**src/hw/rtl/rmq_pkg.sv**
```systemverilog
// ----------------------------------------------------------------------------
// rmq_pkg
// Shared types and constants for the rotation matrix to quaternion block.
// ----------------------------------------------------------------------------
package rmq_pkg;

	localparam int DATA_W = 16;
	localparam int FRAC_W = DATA_W - 2;
	localparam int THR_W  = 15;
	localparam int P_W    = 18;
	localparam int MAG_W  = 17;
	localparam int SQ_W   = 2 * MAG_W;
	localparam int SUM_W  = SQ_W + 2;
	localparam int ROOT_W = SUM_W / 2;
	localparam int REM_W  = ROOT_W + 2;
	localparam int NUM_W  = MAG_W + FRAC_W + 1;
	localparam int Q_W    = FRAC_W + 1;

	localparam logic [1:0] BR_TRACE = 2'd0;
	localparam logic [1:0] BR_X     = 2'd1;
	localparam logic [1:0] BR_Y     = 2'd2;
	localparam logic [1:0] BR_Z     = 2'd3;

	localparam logic signed [P_W-1:0] ONE_P = P_W'(1 << FRAC_W);

	typedef struct packed {
		logic [3:0][MAG_W-1:0] mag;
		logic [3:0]            neg;
		logic [1:0]            branch;
	} rmq_item_t;

	typedef struct packed {
		logic full;
		logic empty;
	} rmq_fifo_stat_t;

endpackage

```
**src/hw/rtl/rmq_front.sv**
```systemverilog
// ----------------------------------------------------------------------------
// rmq_front
// Accepts a matrix, picks the branch and forms the unscaled quaternion.
// ----------------------------------------------------------------------------
module rmq_front import rmq_pkg::*; (
	input  logic                     clk,
	input  logic                     arst_n,
	input  logic                     start,
	output logic                     busy,
	input  logic                     cfg_we,
	input  logic [THR_W-1:0]         cfg_wdata,
	input  logic signed [DATA_W-1:0] e00,
	input  logic signed [DATA_W-1:0] e01,
	input  logic signed [DATA_W-1:0] e02,
	input  logic signed [DATA_W-1:0] e10,
	input  logic signed [DATA_W-1:0] e11,
	input  logic signed [DATA_W-1:0] e12,
	input  logic signed [DATA_W-1:0] e20,
	input  logic signed [DATA_W-1:0] e21,
	input  logic signed [DATA_W-1:0] e22,
	input  rmq_fifo_stat_t           fstat,
	output logic                     push,
	output rmq_item_t                push_item
);

	logic [THR_W-1:0] thr_q;
	logic             valid_s1;
	rmq_item_t        item_s1;

	logic signed [P_W-1:0] a00, a01, a02, a10, a11, a12, a20, a21, a22, thr_p;
	logic signed [P_W-1:0] t0, t1, t2, t3;
	logic signed [P_W-1:0] p [4];
	logic signed [P_W-1:0] pn;
	rmq_item_t             item_d;
	logic                  accept;

	always_comb begin
		a00 = P_W'(e00); a01 = P_W'(e01); a02 = P_W'(e02);
		a10 = P_W'(e10); a11 = P_W'(e11); a12 = P_W'(e12);
		a20 = P_W'(e20); a21 = P_W'(e21); a22 = P_W'(e22);
		thr_p = $signed({{(P_W-THR_W){1'b0}}, thr_q});
		t0 = ONE_P + a00 + a11 + a22;
		t1 = ONE_P + a00 - a11 - a22;
		t2 = ONE_P - a00 + a11 - a22;
		t3 = ONE_P - a00 - a11 + a22;
		if (t0 >= thr_p) begin
			item_d.branch = BR_TRACE;
			p[3] = t0; p[0] = a21 - a12; p[1] = a02 - a20; p[2] = a10 - a01;
		end else if (t1 >= thr_p) begin
			item_d.branch = BR_X;
			p[0] = t1; p[1] = a10 + a01; p[2] = a02 + a20; p[3] = a21 - a12;
		end else if (t2 >= thr_p) begin
			item_d.branch = BR_Y;
			p[1] = t2; p[0] = a10 + a01; p[2] = a21 + a12; p[3] = a02 - a20;
		end else begin
			item_d.branch = BR_Z;
			p[2] = t3[P_W-1] ? '0 : t3;
			p[0] = a02 + a20; p[1] = a21 + a12; p[3] = a10 - a01;
		end
		for (int i = 0; i < 4; i++) begin
			pn = -p[i];
			item_d.neg[i] = p[i][P_W-1];
			item_d.mag[i] = p[i][P_W-1] ? pn[MAG_W-1:0] : p[i][MAG_W-1:0];
		end
	end

	assign busy      = valid_s1 & fstat.full;
	assign accept    = start & ~busy;
	assign push      = valid_s1 & ~fstat.full;
	assign push_item = item_s1;

	always_ff @(posedge clk or negedge arst_n) begin
		if (!arst_n) begin
			thr_q    <= THR_W'(1);
			valid_s1 <= 1'b0;
		end else begin
			if (cfg_we) begin
				thr_q <= cfg_wdata;
			end
			if (!busy) begin
				valid_s1 <= accept;
			end
		end
	end

	always_ff @(posedge clk) begin
		if (accept) begin
			item_s1 <= item_d;
		end
	end

endmodule

```
**config.mk**
```make
export PLATFORM = sky130hd
export DESIGN_NAME = rmq_front
export DESIGN_NICKNAME = d
export VERILOG_FILES = /design/src/hw/rtl/rmq_pkg.sv /design/src/hw/rtl/rmq_front.sv
export SDC_FILE = /design/constraint.sdc
export NUM_CORES = 1
export LEC_CHECK = 0
export ABC_AREA = 1
export BUFFER_PORTS_ARGS = -buffer_cell sky130_fd_sc_hd__buf_2
export CORE_MARGIN = 1
export CORE_UTILIZATION = 45
export CTS_CLUSTER_SIZE = 24
export DETAILED_ROUTE_END_ITERATION = 10
export SLEW_MARGIN = 20
export SYNTH_ARGS = -nofsm -noshare
export SYNTH_HDL_FRONTEND = slang
export SYNTH_SLANG_ARGS = --single-unit
```
**constraint.sdc**
```tcl
create_clock -name clk -period 5.79 [get_ports clk]
set_input_delay 1.4475 -clock clk [delete_from_list [all_inputs] [get_ports clk]]
set_output_delay 1.4475 -clock clk [all_outputs]
set_load 0.005 [all_outputs]
```
==> metrics <==
Slew Viols, Final 0; Post-synth ARST share 0.178; DP Area 0.0243 sq mm; first-pass GRT wire length 115000 um; Synth top area share 0.155; average vias per placed instance 5.31; synthesized area 0.0189 sq mm; multiplexer share of the synthesized area 0.000597; Post-Syn Area per Cell 6.58 sq um; worst stage delay on the critical path 0.46 ns; Max Freq 0.147 GHz; Worst setup SP type primary input; final worst-path cycle share 1.17; Synth Flop Type edfxtp_1; chip width 207 um; PD cells 524 mW/mm^2; Clock Sinks 90; DR iter-0 viols 1867; status finished, violations left; Netlist cell types 62; Slowest cell on crit path fa_1; H-tree levels 3; number of synthesized flops with an enable pin 74; total track usage 0.356; # rows 74; Tot Pwr 14.1 mW; r2r setup slk 2.08 ns; Synth Area in XOR/XNOR 0.0808; RePlAce Congestion 1.01; Clock Skew 0.0179 ns; CTS buffer count 9; Worst Setup End Kind flip-flop; fraction of layout cells with a size suffix above 1 0.332; most frequent cells in the layout nand2_1, buf_4, inv_1; initial antenna violation count 1; routed via count 22.0k; Max Root-Sink Buffers 2; Worst EP arrival 6.92 ns; clk_lat worst skew 0.37 ns; Post-Syn Nets 3319; area growth from synthesis to layout 42.5%; drt first pass iters 9; Nets 4071; Reg clk slew, reported paths 0.08 ns; cells after synthesis 2864; die area 0.0427 sq mm; Ant. Diodes 0; failing checks DRC, setup timing; crit-path max FO 6; Tightest Hold Check Type reg -> reg; Setup TNS -58.81 ns; sequential share of the synthesized area 0.139; die height 207 um; Routed Antenna Nets 0; Fill cells 3701; fin cells 4153; total grt overflow 0; flops & latches, synth 90; Max-slew headroom 0.329; I/O pin cnt 241; DRC viols 15; Worst IR Drop VDD 0.290 mV; number of max-cap violations 0; worst slew pin tran 1.01 ns; largest family of logic cells by synthesized area simple AND/OR/NAND/NOR gates; Critical Path RT 5.92 ns; core area 0.0411 sq mm; Final WS setup -1.01 ns; unrepaired setup endpoints after global routing yes; Final setup viols 73; Ys Warns 0; Compound-Gate Fraction of Synth Area 0.108; main area contributors after synthesis nand2_1, ha_1, edfxtp_1; Setup WS pre-CTS -1.69 ns; I/O Buffers 239; Starting Density 0.459; Post-Synth Simple-Gate Area 0.326; Final Hold Viols 0; WS Path Type in -> reg; post-route cell area 0.0269 sq mm; most common cell after layout, fill and taps aside nand2_1; drt wl/cell 19.0 um; post-synthesis adder-cell area fraction 0.222; CTS tree done; post-layout min period 6.80 ns; Post-DP HPWL 65300 um; Pleak 14.4 nW; number of global-route vias before repair 21.0k; area leader, netlist nand2_1; pin count of the biggest net entering global routing 75; root buf cell clkbuf_16; WL final 78800 um; Cells after DPL 4069
layer usage:
metal,track usage,vias to the layer above,share of wire
li1,-,10600,-
met4,0.129,2,0.035
met5,0,-,0.00010
met2,0.548,962,0.44
met1,0.487,10300,0.43
met3,0.0782,140,0.095
power by group:
part	switching, mW	internal [mW]	leakage (nW)
logic	6.90	5.25	13.3
registers	0.0803	1.23	0.899
clock network	0.298	0.304	0.139
logic make-up (layout without fill, tap and decap cells):
| logic type | Yosys count | in the layout |
|---|---|---|
| AOI/OAI and AO/OA | 346 | 347 |
| xor gates and xnor gates | 173 | 173 |
| adders and majority gates | 290 | 290 |
| buffers and inverters | 566 | 1320 |
| DFF | 90 | 90 |
| muxes | 1 | 1 |
| and+or+nand+nor | 1398 | 1400 |
area by class of cell:
cell class	count	area, sq um	area share
multi-input cells	2211	15400	0.573
repair buffers	808	5970	0.222
flip-flops and latches	90	2620	0.0977
inverters	496	1920	0.0715
well taps	532	666	0.0248
clock buffers	9	225	0.00839
clock inverters	7	71.3	0.00266
registers in the layout, summed over array words and instances (netlist names):
signal and flops:
push_item 74, valid_s1 1, thr_q 15
worst max-delay path: cells and delay by family:
kind | cells | cell delay, ns
adder cells (fa/ha/maj) | 3 | 0.93
AO/OA/AOI/OAI | 2 | 0.36
XOR/XNOR | 2 | 0.30
buffers and inverters | 13 | 1.49
AND/OR/NAND/NOR | 22 | 2.40
repair_timing:
action / in CTS / in global routing
pin swaps: 59 / 82
hold buffers: 0 / 0
buffers inserted: 34 / 35
gates resized for setup: 179 / 215
cloned: 2 / 6
setup endpoints to repair: 73 / 73
stage by stage:
stage,hold slack [ns],utilization
4_1_cts,0.505,0.625
3_3_place_gp,0.475,0.592
2_1_floorplan,0.459,-
6_report,0.503,0.653
5_1_grt,0.559,0.653
3_5_place_dp,0.486,0.592
final timing paths:
path / startpoint / end / cells after the start
min in group asynchronous: arst_n / thr_q[10] / 1
max: e00[3] / push_item[48] / 42
min: valid_s1 / valid_s1 / 2
min reg2reg: valid_s1 / valid_s1 / 2
max in group asynchronous: arst_n / thr_q[0] / 1
max reg2reg: thr_q[13] / push_item[50] / 24
cell usage after synthesis, types with 4 or more instances:
cell      instances
a21oi_1         156
nand3_2           9
nand2_1         780
o21ai_0          80
nor2_1          178
o21ai_1          13
edfxtp_1         74
o21bai_1         16
o211ai_1          9
buf_2            15
or2_1             4
nand3_1         250
nand2_4           4
nand3b_1         21
clkbuf_1         23
fa_1             75
xnor2_1          43
o21a_1           10
buf_4            18
inv_1           474
a22oi_1           4
o31ai_1           7
clkinv_1          5
or2_2            21
nor2_2           12
nor2_4            4
a21o_1           13
nor3_1           37
o21ai_2           6
xor2_1          129
dfrtp_1          15
buf_6            13
a31oi_1          12
o21ai_4           4
nand4_1          47
inv_2            14
ha_1            215
nand2_2          20
Note: power is estimated with default switching activity, not from simulation.
