**src/hw/rtl/rmq_pkg.sv**
```systemverilog
// ----------------------------------------------------------------------------
// rmq_pkg
// Shared types and constants for the rotation matrix to quaternion block.
// ----------------------------------------------------------------------------
package rmq_pkg;

	localparam int DATA_W = 16;
	localparam int FRAC_W = DATA_W - 2;
	localparam int THR_W  = 15;
	localparam int P_W    = 18;
	localparam int MAG_W  = 17;
	localparam int SQ_W   = 2 * MAG_W;
	localparam int SUM_W  = SQ_W + 2;
	localparam int ROOT_W = SUM_W / 2;
	localparam int REM_W  = ROOT_W + 2;
	localparam int NUM_W  = MAG_W + FRAC_W + 1;
	localparam int Q_W    = FRAC_W + 1;

	localparam logic [1:0] BR_TRACE = 2'd0;
	localparam logic [1:0] BR_X     = 2'd1;
	localparam logic [1:0] BR_Y     = 2'd2;
	localparam logic [1:0] BR_Z     = 2'd3;

	localparam logic signed [P_W-1:0] ONE_P = P_W'(1 << FRAC_W);

	typedef struct packed {
		logic [3:0][MAG_W-1:0] mag;
		logic [3:0]            neg;
		logic [1:0]            branch;
	} rmq_item_t;

	typedef struct packed {
		logic full;
		logic empty;
	} rmq_fifo_stat_t;

endpackage

```
**src/hw/rtl/rmq_fifo.sv**
```systemverilog
// ----------------------------------------------------------------------------
// rmq_fifo
// Two-entry item queue between front and back.
// ----------------------------------------------------------------------------
module rmq_fifo import rmq_pkg::*; (
	input  logic           clk,
	input  logic           arst_n,
	input  logic           push,
	input  rmq_item_t      push_item,
	input  logic           pop,
	output rmq_item_t      pop_item,
	output rmq_fifo_stat_t fstat
);

	rmq_item_t  mem_q [2];
	logic       wr_ptr_q, rd_ptr_q;
	logic [1:0] cnt_q;

	assign fstat.full  = (cnt_q == 2'd2);
	assign fstat.empty = (cnt_q == 2'd0);
	assign pop_item    = mem_q[rd_ptr_q];

	always_ff @(posedge clk or negedge arst_n) begin
		if (!arst_n) begin
			wr_ptr_q <= 1'b0;
			rd_ptr_q <= 1'b0;
			cnt_q    <= 2'd0;
		end else begin
			if (push) begin
				wr_ptr_q <= ~wr_ptr_q;
			end
			if (pop) begin
				rd_ptr_q <= ~rd_ptr_q;
			end
			cnt_q <= cnt_q + 2'(push) - 2'(pop);
		end
	end

	always_ff @(posedge clk) begin
		if (push) begin
			mem_q[wr_ptr_q] <= push_item;
		end
	end

`ifndef NO_ASSERTIONS
	a_no_overflow: assert property (@(posedge clk) disable iff (!arst_n)
		!(push && fstat.full))
		else $error("item pushed into full queue");
	a_no_underflow: assert property (@(posedge clk) disable iff (!arst_n)
		!(pop && fstat.empty))
		else $error("item popped from empty queue");
	a_cnt_range: assert property (@(posedge clk) disable iff (!arst_n)
		cnt_q != 2'd3)
		else $error("queue count out of range");
`endif

endmodule

```
**config.mk**
```make
export PLATFORM = sky130hd
export DESIGN_NAME = rmq_fifo
export DESIGN_NICKNAME = d
export VERILOG_FILES = /design/src/hw/rtl/rmq_pkg.sv /design/src/hw/rtl/rmq_fifo.sv
export SDC_FILE = /design/constraint.sdc
export NUM_CORES = 1
export LEC_CHECK = 0
export BUFFER_PORTS_ARGS = -buffer_cell sky130_fd_sc_hd__buf_2
export CAP_MARGIN = 20
export CELL_PAD_IN_SITES_DETAIL_PLACEMENT = 1
export CELL_PAD_IN_SITES_GLOBAL_PLACEMENT = 2
export CORE_MARGIN = 2
export CORE_UTILIZATION = 35
export CTS_BUF_LIST = sky130_fd_sc_hd__clkbuf_16
export DETAILED_ROUTE_END_ITERATION = 16
export GPL_TIMING_DRIVEN = 0
export PLACE_DENSITY_LB_ADDON = 0.08
export SYNTH_ARGS = -nofsm -noshare
export SYNTH_HDL_FRONTEND = slang
export SYNTH_SLANG_ARGS = --single-unit
export TNS_END_PERCENT = 10
```
**constraint.sdc**
```tcl
create_clock -name clk -period 4.21 [get_ports clk]
set_input_delay 0.6315 -clock clk [delete_from_list [all_inputs] [get_ports clk]]
set_output_delay 0.6315 -clock clk [all_outputs]
set_load 0.05 [all_outputs]
```
==> flow_summary.html, run 1 <==
<table>
<tr><th>Metric</th><th>Value</th></tr>
<tr><th colspan="2">Timing</th></tr>
<tr><td>Max Fclk</td><td>428 MHz</td></tr>
<tr><td>Unrepaired setup endpoints after global routing</td><td>no</td></tr>
<tr><td>Final Setup Violations</td><td>0</td></tr>
<tr><td>Ratio of final minimum period to clock period</td><td>0.554</td></tr>
<tr><td>Worst max-slew margin expressed relative to the limit</td><td>0.653</td></tr>
<tr><td>Number of pins exceeding their max-slew limit in the final report</td><td>0</td></tr>
<tr><td>Least-Margin Pin Slew</td><td>0.521 ns</td></tr>
<tr><td>Final hold violation count</td><td>0</td></tr>
<tr><td>Min Tclk post-route</td><td>2.33 ns</td></tr>
<tr><td>Worst clock skew</td><td>0.00667 ns</td></tr>
<tr><th colspan="2">Yosys</th></tr>
<tr><td>Post-Syn Nets</td><td>325</td></tr>
<tr><td>Predominant post-synthesis flop cell</td><td>sky130_fd_sc_hd__edfxtp_1</td></tr>
<tr><td>Synth Area in Simple Gates</td><td>0.00392</td></tr>
<tr><td>Post-synthesis xor/xnor area fraction</td><td>0.00719</td></tr>
<tr><td>Share of synthesized area occupied by flip-flops and latches</td><td>0.792</td></tr>
<tr><td>Post-synthesis cell count</td><td>245</td></tr>
<tr><td>Post-synthesis share of cell area spent on full adders, half adders and majority gates</td><td>0.00436</td></tr>
<tr><td>Number of register bits inferred by synthesis</td><td>152</td></tr>
<tr><td>Area of the mapped netlist</td><td>5740 sq um</td></tr>
<tr><td>Syn avg cell area</td><td>23.4 sq um</td></tr>
<tr><td>Compound-gate portion of the synthesized area</td><td>0</td></tr>
<tr><td>Most common cell in the netlist</td><td>sky130_fd_sc_hd__edfxtp_1</td></tr>
<tr><td>Share of synthesized area spent on multiplexers</td><td>0.178</td></tr>
<tr><td>Most common library cells after synthesis</td><td>sky130_fd_sc_hd__edfxtp_1 (148), sky130_fd_sc_hd__mux2_4 (50), sky130_fd_sc_hd__mux2_2 (24)</td></tr>
<tr><td>Library cell occupying the most area in the post-synthesis netlist</td><td>sky130_fd_sc_hd__edfxtp_1</td></tr>
<tr><td>Combinational family with the most area after synthesis</td><td>multiplexers</td></tr>
<tr><td>Total of warnings raised by yosys</td><td>0</td></tr>
<tr><td>Post-synthesis async set-or-reset flop share</td><td>0.0263</td></tr>
<tr><td>Post-synth EDFFs</td><td>148</td></tr>
<tr><td>Leading cell types by total area after synthesis</td><td>sky130_fd_sc_hd__edfxtp_1 (77%), sky130_fd_sc_hd__mux2_4 (13%), sky130_fd_sc_hd__mux2_2 (4.7%)</td></tr>
<tr><td>Library cells used by synthesis</td><td>13</td></tr>
<tr><td>Share of the synthesized area in the top cell type</td><td>0.774</td></tr>
<tr><th colspan="2">GRT</th></tr>
<tr><td>GRT Resource Usage Total</td><td>0.129</td></tr>
<tr><td>Initial antenna violation count</td><td>0</td></tr>
<tr><td>Maximum number of pins on one net before global-route repair</td><td>43</td></tr>
<tr><td>Number of global-route vias before repair</td><td>3,149</td></tr>
<tr><td>Global-route wire length before repair</td><td>16,700 um</td></tr>
<tr><td>Aggregate global routing overflow</td><td>0</td></tr>
<tr><th colspan="2">Floorplanning</th></tr>
<tr><td>Floorplan row count</td><td>46</td></tr>
<tr><td>Top-level I/O count</td><td>154</td></tr>
<tr><td>Overall die area</td><td>17,400 sq um</td></tr>
<tr><td>DIE HEIGHT</td><td>132 um</td></tr>
<tr><td>Die W</td><td>132 um</td></tr>
<tr><td>Core Region</td><td>15,900 sq um</td></tr>
<tr><td>Initial Util</td><td>0.360</td></tr>
<tr><th colspan="2">Route</th></tr>
<tr><td>DRC violations left</td><td>0</td></tr>
<tr><td>Top routing layer in use</td><td>met4</td></tr>
<tr><td>Initial detailed-routing violation count</td><td>112</td></tr>
<tr><td>Wire length the detailed router placed on met1</td><td>4230 um</td></tr>
<tr><td>Count of nets left with antenna violations after detail routing</td><td>0</td></tr>
<tr><td>Via count of the routed design</td><td>2,838</td></tr>
<tr><td>Vias per cell</td><td>4.36</td></tr>
<tr><td>First-pass DRT Iterations</td><td>4</td></tr>
<tr><td>WL final</td><td>10,700 um</td></tr>
<tr><td>Met3 wire len</td><td>890 um</td></tr>
<tr><td>Routed wl met2</td><td>5460 um</td></tr>
<tr><td>Routed wirelength normalized by instance count</td><td>16.5 um</td></tr>
<tr><th colspan="2">Run</th></tr>
<tr><td>Number of violations of the max-capacitance limit</td><td>0</td></tr>
<tr><th colspan="2">Setup path</th></tr>
<tr><td>Highest cell delay on the worst timing path</td><td>0.37 ns</td></tr>
<tr><td>CP most frequent cell</td><td>sky130_fd_sc_hd__buf_6</td></tr>
<tr><td>Flop-to-flop setup slack</td><td>2.61 ns</td></tr>
<tr><td>Arrival time of data at the critical path endpoint</td><td>1.70 ns</td></tr>
<tr><td>Type of origin of the critical path</td><td>flop</td></tr>
<tr><td>Launching point of the worst reg2reg path</td><td>wr_ptr_q</td></tr>
<tr><td>CP cell instances</td><td>buf_6, buf_6, mux2_4, buf_2</td></tr>
<tr><td>Startpoint of the worst setup timing path</td><td>rd_ptr_q</td></tr>
<tr><td>Critical Path End Type</td><td>output port</td></tr>
<tr><td>Kind of critical path</td><td>flop to output port</td></tr>
<tr><td>Largest fanout on the critical path</td><td>10</td></tr>
<tr><td>Length in cells of the worst reg-to-reg path</td><td>2</td></tr>
<tr><td>Endpoint of the worst-slack reg-to-reg timing path</td><td>mem_q[1][64]</td></tr>
<tr><td>Req. time, crit path</td><td>3.58 ns</td></tr>
<tr><td>Worst-path cell with the longest stage delay</td><td>sky130_fd_sc_hd__dfrtp_1</td></tr>
<tr><th colspan="2">Power and ir drop</th></tr>
<tr><td>Sequential Power Share</td><td>0.347</td></tr>
<tr><td>Pwr dens</td><td>808 nW/um^2</td></tr>
<tr><td>Total power draw</td><td>0.00601 W</td></tr>
<tr><td>Leakage component of the power</td><td>2.97 nW</td></tr>
<tr><td>NetSw</td><td>0.00233 W</td></tr>
<tr><td>Power Internal</td><td>0.00368 W</td></tr>
<tr><td>Clock network power share</td><td>0.232</td></tr>
<tr><td>Combinational group share of total power</td><td>0.421</td></tr>
<tr><td>Proportion of total power due to net switching</td><td>0.388</td></tr>
<tr><td>Worst vdd rail ir drop</td><td>0.386 mV</td></tr>
<tr><th colspan="2">Hold path</th></tr>
<tr><td>Endpoint of the worst hold path</td><td>mem_q[0][61]</td></tr>
<tr><td>Hold path depth</td><td>1</td></tr>
<tr><td>Hold Crit Start</td><td>push_item[61]</td></tr>
<tr><td>Worst hold path type</td><td>input port to flop</td></tr>
<tr><th colspan="2">Final layout</th></tr>
<tr><td>Share of cells above drive strength 1</td><td>0.609</td></tr>
<tr><td>Summed area of non-filler cells in the final layout</td><td>7440 sq um</td></tr>
<tr><td>End-of-flow core utilization</td><td>0.466</td></tr>
<tr><td># diodes</td><td>0</td></tr>
<tr><td>Post-layout nets</td><td>502</td></tr>
<tr><td># fillers</td><td>1,551</td></tr>
<tr><td>Area of all sequential standard cells</td><td>4540 sq um</td></tr>
<tr><td>Number of non-filler instances in the completed layout</td><td>651</td></tr>
<tr><td>Area of the multi-input gates</td><td>1120 sq um</td></tr>
<tr><td>Area growth from synthesis to layout</td><td>29.6%</td></tr>
<tr><th colspan="2">Clock network</th></tr>
<tr><td>CTS Buffer Depth</td><td>2</td></tr>
<tr><td>Root cell of the clock tree</td><td>sky130_fd_sc_hd__clkbuf_16</td></tr>
<tr><td>H-tree levels</td><td>4</td></tr>
<tr><td># resized after CTS</td><td>0</td></tr>
<tr><td>Number of sinks on the clock net</td><td>152</td></tr>
<tr><td>Register clock-pin slew on the reported worst setup and hold paths</td><td>0.06 ns</td></tr>
<tr><td>Insertion delay of the later-clocked pin in the worst-skew pair</td><td>0.41 ns</td></tr>
<tr><td>TritonCTS clock tree</td><td>built</td></tr>
<tr><td>Num CTS Buffers</td><td>17</td></tr>
<tr><th colspan="2">Placement</th></tr>
<tr><td>Placed Cells incl. Taps</td><td>618</td></tr>
<tr><td>Cell Area, Placed</td><td>6880 sq um</td></tr>
<tr><td>Routability congestion estimate from global placement</td><td>0.667</td></tr>
<tr><td># port buffers</td><td>153</td></tr>
<tr><td>HPWL reported at the end of detailed placement</td><td>7190 um</td></tr>
<tr><th colspan="2">Outcome</th></tr>
<tr><td>Result of the run</td><td>complete, no violations</td></tr>
</table>
critical path: cells and delay by family (launching register included):
kind / cells / cell delay (ns)
multiplexers: 1 / 0.31
buffers and inverters: 3 / 0.60
flip-flops: 1 / 0.37
power groups by stage:
| stage | clock network, W | registers (W) | logic [W] |
|---|---|---|---|
| finish | 0.00140 | 0.00208 | 0.00253 |
| global route | 0.00151 | 0.00211 | 0.00265 |
| CTS | 0.00144 | 0.00209 | 0.00258 |
| detailed placement | 0 | 0.00212 | 0.00257 |
| global placement | 0 | 0.00214 | 0.00250 |
| floorplan | 0 | 0.00211 | 0.00202 |
placed cells by master, fill, tap and decap left out, drive strengths merged:
cell         count
buf            165
edfxtp         148
mux2            74
clkbuf          17
clkinv           8
inv              5
dfrtp            4
xor2             2
ha               2
clkinvlp         2
bufinv           2
nor2b            2
xor3             1
nor2             1
and2             1
dlygate4sd3      1
metal layers:
metal	vias to the layer above	track usage
li1	1325	-
met1	1402	0.146
met2	100	0.209
met3	11	0.0650
met4	0	0.0507
met5	-	0
worst max-delay path by stage:
| stage | to | cells after the start |
|---|---|---|
| CTS | pop_item[59] | 4 |
| finish | pop_item[28] | 4 |
| global route | pop_item[33] | 4 |
| global placement | mem_q[0][51] | 2 |
| detailed placement | mem_q[0][51] | 4 |
| floorplan | mem_q[0][0] | 1 |
registers in the layout (all words and copies together) (netlist names):
register / flops
rd_ptr_q: 1
wr_ptr_q: 1
cnt_q: 2
mem_q: 148
what timing repair did:
item / in CTS / in global routing
endpoints found under the setup margin: 0 / 0
hold buffers: 1 / 0
setup buffers: 0 / 0
hold endpoints to repair: 4 / 0
per-stage QoR:
stage,setup WS (ns),TNS (ns),hold slack [ns]
after floorplan,1.21,0,0.336
after global placement,-0.262,-19.10,0.440
after detailed placement,2.21,0,0.445
after CTS,1.82,0,0.380
after global routing,1.76,0,0.377
final,1.88,0,0.405
cells by family after synthesis:
group | count (synthesis)
flip-flops | 152
multiplexers | 74
XOR/XNOR | 3
AND/OR/NAND/NOR | 4
buffers and inverters | 10
adder cells (fa/ha/maj) | 2
final cells by class:
type,count,area share
buffer,8,0.0104
clock buffer,17,0.0572
clock inverter,15,0.0162
inverter,2,0.00101
multi-input combinational,83,0.151
sequential,152,0.611
tap,216,0.0363
timing repair buffer,158,0.117
Note: power is estimated with default switching activity, not from simulation.
==> inputs of run 2 (changes only) <==
--- a/config.mk
+++ b/config.mk
@@ -10,7 +10,7 @@
 export CELL_PAD_IN_SITES_DETAIL_PLACEMENT = 1
 export CELL_PAD_IN_SITES_GLOBAL_PLACEMENT = 2
 export CORE_MARGIN = 2
-export CORE_UTILIZATION = 35
+export CORE_UTILIZATION = 38
 export CTS_BUF_LIST = sky130_fd_sc_hd__clkbuf_16
 export DETAILED_ROUTE_END_ITERATION = 16
 export GPL_TIMING_DRIVEN = 0
==> constraint.sdc (replaced) <==
create_clock -name clk -period 2.2 [get_ports clk]
set_input_delay 0.33 -clock clk [delete_from_list [all_inputs] [get_ports clk]]
set_output_delay 0.33 -clock clk [all_outputs]
set_load 0.05 [all_outputs]
==> run 2 against run 1 <==
Net effect:
- cell count fell by 4.9%
- utilization rose by 4.3 points
- clock power rose by 110%
- sequential share of layout area fell by 0.14 points
- clock skew fell by 0.0023 ns
- non-clock buffer count did not move
- via count barely moved
- routed wire length fell by 0.37%
- worst setup slack got worse by 1.7 ns
- global-route usage rose by 1.1 points
- critical endpoint is now pop_item[31]
==> flow_summary.html, run 2 (synthesis results as in run 1) <==
<table>
<tr><th>Metric</th><th>Value</th></tr>
<tr><th colspan="2">Final layout</th></tr>
<tr><td>End-of-flow core utilization</td><td>0.509 (+0.0426)</td></tr>
<tr><td>Register name with the most flops</td><td>mem_q</td></tr>
<tr><td>Share of cells above drive strength 1</td><td>0.609 (unchanged)</td></tr>
<tr><td>Area growth from synthesis to layout</td><td>29.9%</td></tr>
<tr><td>Flip-flop count of the largest register after layout</td><td>148 (unchanged)</td></tr>
<tr><td># fillers</td><td>1,376 (-11%)</td></tr>
<tr><td>Commonest cells after routing, fill and taps aside</td><td>sky130_fd_sc_hd__buf_2 (155), sky130_fd_sc_hd__edfxtp_1 (148), sky130_fd_sc_hd__mux2_4 (50)</td></tr>
<tr><td>Most common cell after layout, fill and taps aside</td><td>sky130_fd_sc_hd__buf_2</td></tr>
<tr><td>Registers with the highest flip-flop counts</td><td>mem_q x148, cnt_q x2</td></tr>
<tr><td>Post-layout nets</td><td>502 (unchanged)</td></tr>
<tr><td># diodes</td><td>0 (unchanged)</td></tr>
<tr><td>Summed area of non-filler cells in the final layout</td><td>7450 sq um (+0.24%)</td></tr>
<tr><th colspan="2">Setup path</th></tr>
<tr><td>Largest fanout on the critical path</td><td>10 (unchanged)</td></tr>
<tr><td>CP most frequent cell</td><td>sky130_fd_sc_hd__buf_6</td></tr>
<tr><td>Kind of critical path</td><td>flop to output port</td></tr>
<tr><td>Arrival time of data at the critical path endpoint</td><td>1.71 ns (about the same)</td></tr>
<tr><td>Startpoint of the worst setup timing path</td><td>rd_ptr_q</td></tr>
<tr><td>Type of origin of the critical path</td><td>flop</td></tr>
<tr><td>Critical Path End Type</td><td>output port</td></tr>
<tr><td>Worst-path cell with the longest stage delay</td><td>sky130_fd_sc_hd__dfrtp_1</td></tr>
<tr><td>Req. time, crit path</td><td>1.87 ns (-1.71 ns)</td></tr>
<tr><td>Length in cells of the worst reg-to-reg path</td><td>2 (unchanged)</td></tr>
<tr><td>Launching point of the worst reg2reg path</td><td>wr_ptr_q</td></tr>
<tr><td>Highest cell delay on the worst timing path</td><td>0.37 ns (about the same)</td></tr>
<tr><td>CP cell instances</td><td>buf_6, buf_6, mux2_4, buf_2</td></tr>
<tr><td>Endpoint of the worst-slack reg-to-reg timing path</td><td>mem_q[1][28]</td></tr>
<tr><td>Worst Setup EP</td><td>pop_item[31]</td></tr>
<tr><td>Flop-to-flop setup slack</td><td>0.61 ns (-2.00 ns)</td></tr>
<tr><th colspan="2">Timing</th></tr>
<tr><td>Min Tclk post-route</td><td>2.04 ns</td></tr>
<tr><td>Final Setup Violations</td><td>0 (unchanged)</td></tr>
<tr><td>Ratio of final minimum period to clock period</td><td>0.927</td></tr>
<tr><td>Unrepaired setup endpoints after global routing</td><td>no</td></tr>
<tr><td>Final hold violation count</td><td>0 (unchanged)</td></tr>
<tr><td>Worst clock skew</td><td>0.00441 ns (-0.00226 ns)</td></tr>
<tr><td>Worst max-slew margin expressed relative to the limit</td><td>0.642 (-0.0105)</td></tr>
<tr><td>Max Fclk</td><td>491 MHz</td></tr>
<tr><td>Least-Margin Pin Slew</td><td>0.537 ns (+0.0157 ns)</td></tr>
<tr><td>Number of pins exceeding their max-slew limit in the final report</td><td>0 (unchanged)</td></tr>
<tr><th colspan="2">Route</th></tr>
<tr><td>Initial detailed-routing violation count</td><td>160 (+43%)</td></tr>
<tr><td>WL final</td><td>10,700 um (-0.37%)</td></tr>
<tr><td>Routed wirelength normalized by instance count</td><td>17.3 um (+4.8%)</td></tr>
<tr><td>Count of nets left with antenna violations after detail routing</td><td>0 (unchanged)</td></tr>
<tr><td>Vias per cell</td><td>4.59 (+5.2%)</td></tr>
<tr><td>DRC violations left</td><td>0 (unchanged)</td></tr>
<tr><td>First-pass DRT Iterations</td><td>4 (unchanged)</td></tr>
<tr><td>Via count of the routed design</td><td>2,839 (+0.035%)</td></tr>
<tr><th colspan="2">Clock network</th></tr>
<tr><td>TritonCTS clock tree</td><td>built</td></tr>
<tr><td># resized after CTS</td><td>0 (unchanged)</td></tr>
<tr><td>CTS Buffer Depth</td><td>2 (unchanged)</td></tr>
<tr><td>Number of sinks on the clock net</td><td>152 (unchanged)</td></tr>
<tr><td>Num CTS Buffers</td><td>17 (unchanged)</td></tr>
<tr><td>H-tree levels</td><td>4 (unchanged)</td></tr>
<tr><td>Register clock-pin slew on the reported worst setup and hold paths</td><td>0.06 ns (about the same)</td></tr>
<tr><td>Root cell of the clock tree</td><td>sky130_fd_sc_hd__clkbuf_16</td></tr>
<tr><td>Insertion delay of the later-clocked pin in the worst-skew pair</td><td>0.41 ns (about the same)</td></tr>
<tr><th colspan="2">Floorplanning</th></tr>
<tr><td>Initial Util</td><td>0.392 (+0.0319)</td></tr>
<tr><td>DIE HEIGHT</td><td>127 um (-3.9%)</td></tr>
<tr><td>Overall die area</td><td>16,100 sq um (-7.7%)</td></tr>
<tr><td>Top-level I/O count</td><td>154 (unchanged)</td></tr>
<tr><td>Die W</td><td>127 um (-3.9%)</td></tr>
<tr><td>Floorplan row count</td><td>44 (-4.3%)</td></tr>
<tr><td>Core Region</td><td>14,600 sq um (-8.1%)</td></tr>
<tr><th colspan="2">Power and ir drop</th></tr>
<tr><td>Worst vdd rail ir drop</td><td>0.707 mV (+83%)</td></tr>
<tr><td>Pwr dens</td><td>1580 nW/um^2 (+95%)</td></tr>
<tr><td>Leakage component of the power</td><td>3.00 nW (+1.1%)</td></tr>
<tr><th colspan="2">Outcome</th></tr>
<tr><td>Result of the run</td><td>complete, no violations</td></tr>
<tr><th colspan="2">Placement</th></tr>
<tr><td>HPWL reported at the end of detailed placement</td><td>7220 um (+0.47%)</td></tr>
<tr><td>Routability congestion estimate from global placement</td><td>0.674 (+0.93%)</td></tr>
<tr><td># port buffers</td><td>153 (unchanged)</td></tr>
<tr><td>Cell Area, Placed</td><td>6850 sq um (-0.47%)</td></tr>
<tr><th colspan="2">GRT</th></tr>
<tr><td>Number of global-route vias before repair</td><td>3,102 (-1.5%)</td></tr>
<tr><td>GRT Resource Usage Total</td><td>0.140 (+0.0114)</td></tr>
<tr><td>Global-route wire length before repair</td><td>16,800 um (+1.0%)</td></tr>
<tr><td>Aggregate global routing overflow</td><td>0 (unchanged)</td></tr>
<tr><td>Initial antenna violation count</td><td>0 (unchanged)</td></tr>
<tr><td>Maximum number of pins on one net before global-route repair</td><td>42 (-2.3%)</td></tr>
<tr><th colspan="2">Run</th></tr>
<tr><td>Number of violations of the max-capacitance limit</td><td>0 (unchanged)</td></tr>
<tr><th colspan="2">Hold path</th></tr>
<tr><td>Worst hold path type</td><td>input port to flop</td></tr>
</table>
==> run 2: cell types whose count changed in the layout (fill, tap and decap cells not counted), sizes merged <==
cell and delta:
inv +2, clkinv -4, bufinv +2
==> run 2: stage by stage <==
step | instances | setup slack (ns) | hold WS, ns | power [W] | setup TNS, ns
after floorplan | 245 | -0.395 | 0.0344 | 0.00790 | -29.23
after global placement | 582 | -1.57 | 0.144 | 0.00883 | -156.38
after detailed placement | 586 | 0.490 | 0.144 | 0.00897 | 0
after CTS | 619 | 0.111 | 0.0857 | 0.0119 | 0
after global routing | 619 | 0.0733 | 0.0875 | 0.0122 | 0
final | 619 | 0.161 | 0.109 | 0.0117 | 0
==> run 2: worst max-delay path, delay by kind of cell (launching register included) <==
family	cells	cell delay [ns]
multiplexers	1	0.32
buffers and inverters	3	0.59
flip-flops	1	0.37
==> run 2: cell type report <==
cell class,instances,area [sq um],share of cell area
Sequential cell,152,4540,0.610
Buffer,8,77.6,0.0104
Timing Repair Buffer,158,878,0.118
Inverter,2,7.51,0.00101
Clock buffer,17,425,0.0571
Multi-Input combinational cell,83,1120,0.150
Tap cell,184,230,0.0309
Clock inverter,15,170,0.0228
==> run 2: how the worst min path moves through the flow <==
stage,start,endpoint,cells past startpoint
floorplan,arst_n,cnt_q[0],0
global placement,arst_n,cnt_q[0],1
detailed placement,arst_n,cnt_q[1],1
CTS,push_item[6],mem_q[0][6],1
global route,push_item[44],mem_q[1][44],1
finish,push_item[6],mem_q[1][6],1
==> run 2: what timing repair did <==
action                                 in CTS  in global routing
hold buffers                                1                  0
endpoints found under the hold margin       4                  0
setup buffers                               0                  0
==> run 2: power breakdown <==
part | internal [W] | total [W] | switching, W
Sequential | 0.00384 | 0.00399 | 0.000150
Clock | 0.00186 | 0.00291 | 0.00105
Combinational | 0.00158 | 0.00484 | 0.00327
==> run 2: layer usage <==
metal | vias up | track usage | share of wire
li1 | 1326 | - | -
met3 | 6 | 0.0586 | 0.066
met1 | 1424 | 0.162 | 0.39
met2 | 83 | 0.238 | 0.53
met5 | - | 0 | 0
met4 | 0 | 0.0465 | 0.0088
==> inputs of run 3 (changes only) <==
--- a/config.mk
+++ b/config.mk
@@ -10,11 +10,12 @@
 export CELL_PAD_IN_SITES_DETAIL_PLACEMENT = 1
 export CELL_PAD_IN_SITES_GLOBAL_PLACEMENT = 2
 export CORE_MARGIN = 2
-export CORE_UTILIZATION = 38
+export CORE_UTILIZATION = 41
 export CTS_BUF_LIST = sky130_fd_sc_hd__clkbuf_16
 export DETAILED_ROUTE_END_ITERATION = 16
 export GPL_TIMING_DRIVEN = 0
 export PLACE_DENSITY_LB_ADDON = 0.08
+export SETUP_SLACK_MARGIN = 0.1
 export SYNTH_ARGS = -nofsm -noshare
 export SYNTH_HDL_FRONTEND = slang
 export SYNTH_SLANG_ARGS = --single-unit
==> constraint.sdc (replaced) <==
create_clock -name clk -period 2.4 [get_ports clk]
set_input_delay 0.36 -clock clk [delete_from_list [all_inputs] [get_ports clk]]
set_output_delay 0.36 -clock clk [all_outputs]
set_load 0.05 [all_outputs]
==> run 3 against run 2 <==
Net effect:
- count of clock-buffer cells in the layout is the same
- clock power shrank 22%
- worst setup slack gained 0.17 ns
- critical path depth is the same
- utilization grew 2.3 points
- combinational power shrank 9.5%
- cell count shrank 0.97%
- worst hold slack gained 0.026 ns
- sequential cell count is the same
- total power shrank 12%
- first-iteration DRC count shrank 48%
- critical endpoint is now pop_item[45]
==> flow_summary.html, run 3 (synthesis results as in run 1) <==
<table>
<tr><th>Metric</th><th>Value</th></tr>
<tr><th colspan="2">Final layout</th></tr>
<tr><td># diodes</td><td>0 (unchanged)</td></tr>
<tr><td>Registers with the highest flip-flop counts</td><td>mem_q x148, cnt_q x2</td></tr>
<tr><td># fillers</td><td>1,313 (-4.6%)</td></tr>
<tr><td>Commonest cells after routing, fill and taps aside</td><td>sky130_fd_sc_hd__buf_2 (155), sky130_fd_sc_hd__edfxtp_1 (148), sky130_fd_sc_hd__mux2_4 (50)</td></tr>
<tr><td>Flip-flop count of the largest register after layout</td><td>148 (unchanged)</td></tr>
<tr><td>Register name with the most flops</td><td>mem_q</td></tr>
<tr><td>Share of cells above drive strength 1</td><td>0.607 (-0.00181)</td></tr>
<tr><td>Post-layout nets</td><td>501 (-0.20%)</td></tr>
<tr><td>Number of non-filler instances in the completed layout</td><td>613 (-0.97%)</td></tr>
<tr><td>Area growth from synthesis to layout</td><td>27.7%</td></tr>
<tr><td>Most common cell after layout, fill and taps aside</td><td>sky130_fd_sc_hd__buf_2</td></tr>
<tr><th colspan="2">Run</th></tr>
<tr><td>Number of violations of the max-capacitance limit</td><td>0 (unchanged)</td></tr>
<tr><th colspan="2">Route</th></tr>
<tr><td>DRC violations left</td><td>0 (unchanged)</td></tr>
<tr><td>Wire length the detailed router placed on met1</td><td>4050 um (-4.2%)</td></tr>
<tr><td>Met3 wire len</td><td>820 um (+16%)</td></tr>
<tr><td>Vias per cell</td><td>4.61 (+0.55%)</td></tr>
<tr><td>First-pass DRT Iterations</td><td>4 (unchanged)</td></tr>
<tr><td>Count of nets left with antenna violations after detail routing</td><td>0 (unchanged)</td></tr>
<tr><td>Top routing layer in use</td><td>met5</td></tr>
<tr><td>Routed wirelength normalized by instance count</td><td>16.5 um (-4.3%)</td></tr>
<tr><td>Via count of the routed design</td><td>2,827 (-0.42%)</td></tr>
<tr><td>Routed wl met2</td><td>4990 um (-12%)</td></tr>
<tr><td>Initial detailed-routing violation count</td><td>84 (-48%)</td></tr>
<tr><td>WL final</td><td>10,100 um (-5.2%)</td></tr>
<tr><th colspan="2">Clock network</th></tr>
<tr><td>Insertion delay of the later-clocked pin in the worst-skew pair</td><td>0.41 ns (about the same)</td></tr>
<tr><td>Register clock-pin slew on the reported worst setup and hold paths</td><td>0.06 ns (about the same)</td></tr>
<tr><td># resized after CTS</td><td>0 (unchanged)</td></tr>
<tr><td>Setup fix buffers added after clock tree synthesis</td><td>0 (unchanged)</td></tr>
<tr><td>TritonCTS clock tree</td><td>built</td></tr>
<tr><td>CTS Buffer Depth</td><td>2 (unchanged)</td></tr>
<tr><td>Root cell of the clock tree</td><td>sky130_fd_sc_hd__clkbuf_16</td></tr>
<tr><td>Num CTS Buffers</td><td>17 (unchanged)</td></tr>
<tr><td>H-tree levels</td><td>4 (unchanged)</td></tr>
<tr><td>Number of sinks on the clock net</td><td>152 (unchanged)</td></tr>
<tr><th colspan="2">Power and ir drop</th></tr>
<tr><td>Pwr dens</td><td>1410 nW/um^2 (-11%)</td></tr>
<tr><td>Leakage component of the power</td><td>2.97 nW (-1.0%)</td></tr>
<tr><td>Worst vdd rail ir drop</td><td>0.725 mV (+2.5%)</td></tr>
<tr><th colspan="2">Timing</th></tr>
<tr><td>Worst path setup slack after routing</td><td>0.329 ns (+0.167 ns)</td></tr>
<tr><td>Max Fclk</td><td>483 MHz</td></tr>
<tr><td>Min Tclk post-route</td><td>2.07 ns</td></tr>
<tr><td>Least-Margin Pin Slew</td><td>0.708 ns (+0.171 ns)</td></tr>
<tr><td>Number of pins exceeding their max-slew limit in the final report</td><td>0 (unchanged)</td></tr>
<tr><td>Final worst hold slack</td><td>0.135 ns (+0.0256 ns)</td></tr>
<tr><td>Final Setup Violations</td><td>0 (unchanged)</td></tr>
<tr><td>Ratio of final minimum period to clock period</td><td>0.863</td></tr>
<tr><td>Worst max-slew margin expressed relative to the limit</td><td>0.527 (-0.115)</td></tr>
<tr><td>Final hold violation count</td><td>0 (unchanged)</td></tr>
<tr><td>Worst clock skew</td><td>0.00649 ns (+0.00208 ns)</td></tr>
<tr><td>Unrepaired setup endpoints after global routing</td><td>no</td></tr>
<tr><td>Total negative slack for setup checks</td><td>0 ns (unchanged)</td></tr>
<tr><th colspan="2">Floorplanning</th></tr>
<tr><td>Top-level I/O count</td><td>154 (unchanged)</td></tr>
<tr><td>Core Region</td><td>13,800 sq um (-5.9%)</td></tr>
<tr><td>Floorplan row count</td><td>43 (-2.3%)</td></tr>
<tr><td>Die W</td><td>122 um (-3.6%)</td></tr>
<tr><td>Initial Util</td><td>0.417 (+0.0248)</td></tr>
<tr><td>DIE HEIGHT</td><td>122 um (-3.6%)</td></tr>
<tr><td>Overall die area</td><td>15,000 sq um (-7.1%)</td></tr>
<tr><th colspan="2">GRT</th></tr>
<tr><td>Initial antenna violation count</td><td>1 (+1)</td></tr>
<tr><td>Number of global-route vias before repair</td><td>3,073 (-0.93%)</td></tr>
<tr><td>Aggregate global routing overflow</td><td>0 (unchanged)</td></tr>
<tr><td>GRT Resource Usage Total</td><td>0.142 (+0.00201)</td></tr>
<tr><td>Global-route wire length before repair</td><td>15,500 um (-7.8%)</td></tr>
<tr><td>Maximum number of pins on one net before global-route repair</td><td>42 (unchanged)</td></tr>
<tr><th colspan="2">Placement</th></tr>
<tr><td>Placed Cells incl. Taps</td><td>581 (-0.85%)</td></tr>
<tr><td>Routability congestion estimate from global placement</td><td>0.704 (+4.6%)</td></tr>
<tr><td>Pre-CTS WS</td><td>0.601 ns (+0.111 ns)</td></tr>
<tr><td>HPWL reported at the end of detailed placement</td><td>6900 um (-4.5%)</td></tr>
<tr><td># port buffers</td><td>153 (unchanged)</td></tr>
<tr><th colspan="2">Setup path</th></tr>
<tr><td>Highest cell delay on the worst timing path</td><td>0.38 ns (about the same)</td></tr>
<tr><td>CP most frequent cell</td><td>sky130_fd_sc_hd__buf_6</td></tr>
<tr><td>Critical Path End Type</td><td>output port</td></tr>
<tr><td>Worst-path cell with the longest stage delay</td><td>sky130_fd_sc_hd__dfrtp_1</td></tr>
<tr><td>Req. time, crit path</td><td>2.04 ns (+0.17 ns)</td></tr>
<tr><td>Length in cells of the worst reg-to-reg path</td><td>2 (unchanged)</td></tr>
<tr><td>Type of origin of the critical path</td><td>flop</td></tr>
<tr><td>Kind of critical path</td><td>flop to output port</td></tr>
<tr><td>CP cell instances</td><td>buf_6, buf_6, mux2_4, buf_2</td></tr>
<tr><td>Flop-to-flop setup slack</td><td>0.77 ns (+0.16 ns)</td></tr>
<tr><td>Arrival time of data at the critical path endpoint</td><td>1.71 ns (about the same)</td></tr>
<tr><td>Largest fanout on the critical path</td><td>10 (unchanged)</td></tr>
<tr><th colspan="2">Hold path</th></tr>
<tr><td>Worst hold path type</td><td>input port to flop</td></tr>
<tr><td>Hold path depth</td><td>1 (unchanged)</td></tr>
<tr><th colspan="2">Outcome</th></tr>
<tr><td>Result of the run</td><td>complete, no violations</td></tr>
</table>
-- run 3: metal layers --
layer  global-route usage  vias to the layer above
li1                     -                     1325
met2                0.231                      107
met5                    0                        -
met4               0.0761                        2
met3               0.0599                       20
met1                0.160                     1373
-- run 3: final timing paths --
check / from / end
setup / recovery: rd_ptr_q / pop_item[45]
hold / removal: push_item[13] / mem_q[1][13]
setup reg to reg: wr_ptr_q / mem_q[0][35]
hold reg to reg: wr_ptr_q / wr_ptr_q
max in group asynchronous: arst_n / rd_ptr_q
min in group asynchronous: arst_n / cnt_q[0]
-- run 3: per-stage QoR --
step / util / area [sq um] / total power, W
2_1_floorplan: - / 5750 / 0.00724
5_1_grt: 0.532 / 7330 / 0.0108
4_1_cts: 0.532 / 7330 / 0.0105
3_3_place_gp: 0.489 / 6740 / 0.00808
6_report: 0.532 / 7330 / 0.0103
3_5_place_dp: 0.494 / 6810 / 0.00817
-- run 3: power breakdown --
part | leakage (nW) | total [W] | internal (W) | switching, W
Clock | 0.286 | 0.00228 | 0.00137 | 0.000906
Sequential | 1.44 | 0.00366 | 0.00353 | 0.000137
Combinational | 1.25 | 0.00438 | 0.00141 | 0.00297
Total | 2.97 | 0.0103 | 0.00631 | 0.00401
-- run 3: critical path, delay by kind of cell, from the launching register on --
| family | cells | cell delay, ns |
|---|---|---|
| buf+inv | 3 | 0.60 |
| flops | 1 | 0.38 |
| mux | 1 | 0.31 |
-- run 3: layout make-up --
type,count,area [sq um],area share
Clock buffer,17,425,0.0581
Timing Repair Buffer,157,843,0.115
Inverter,2,7.51,0.00102
Buffer,8,77.6,0.0106
Clock inverter,14,85.1,0.0116
Tap cell,180,225,0.0307
Sequential cell,152,4540,0.620
Multi-Input combinational cell,83,1120,0.153
-- run 3: timing repair --
action                                  in CTS  in global routing
hold buffers                                 1                  0
hold endpoints to repair                     4                  0
endpoints found under the setup margin       0                  0
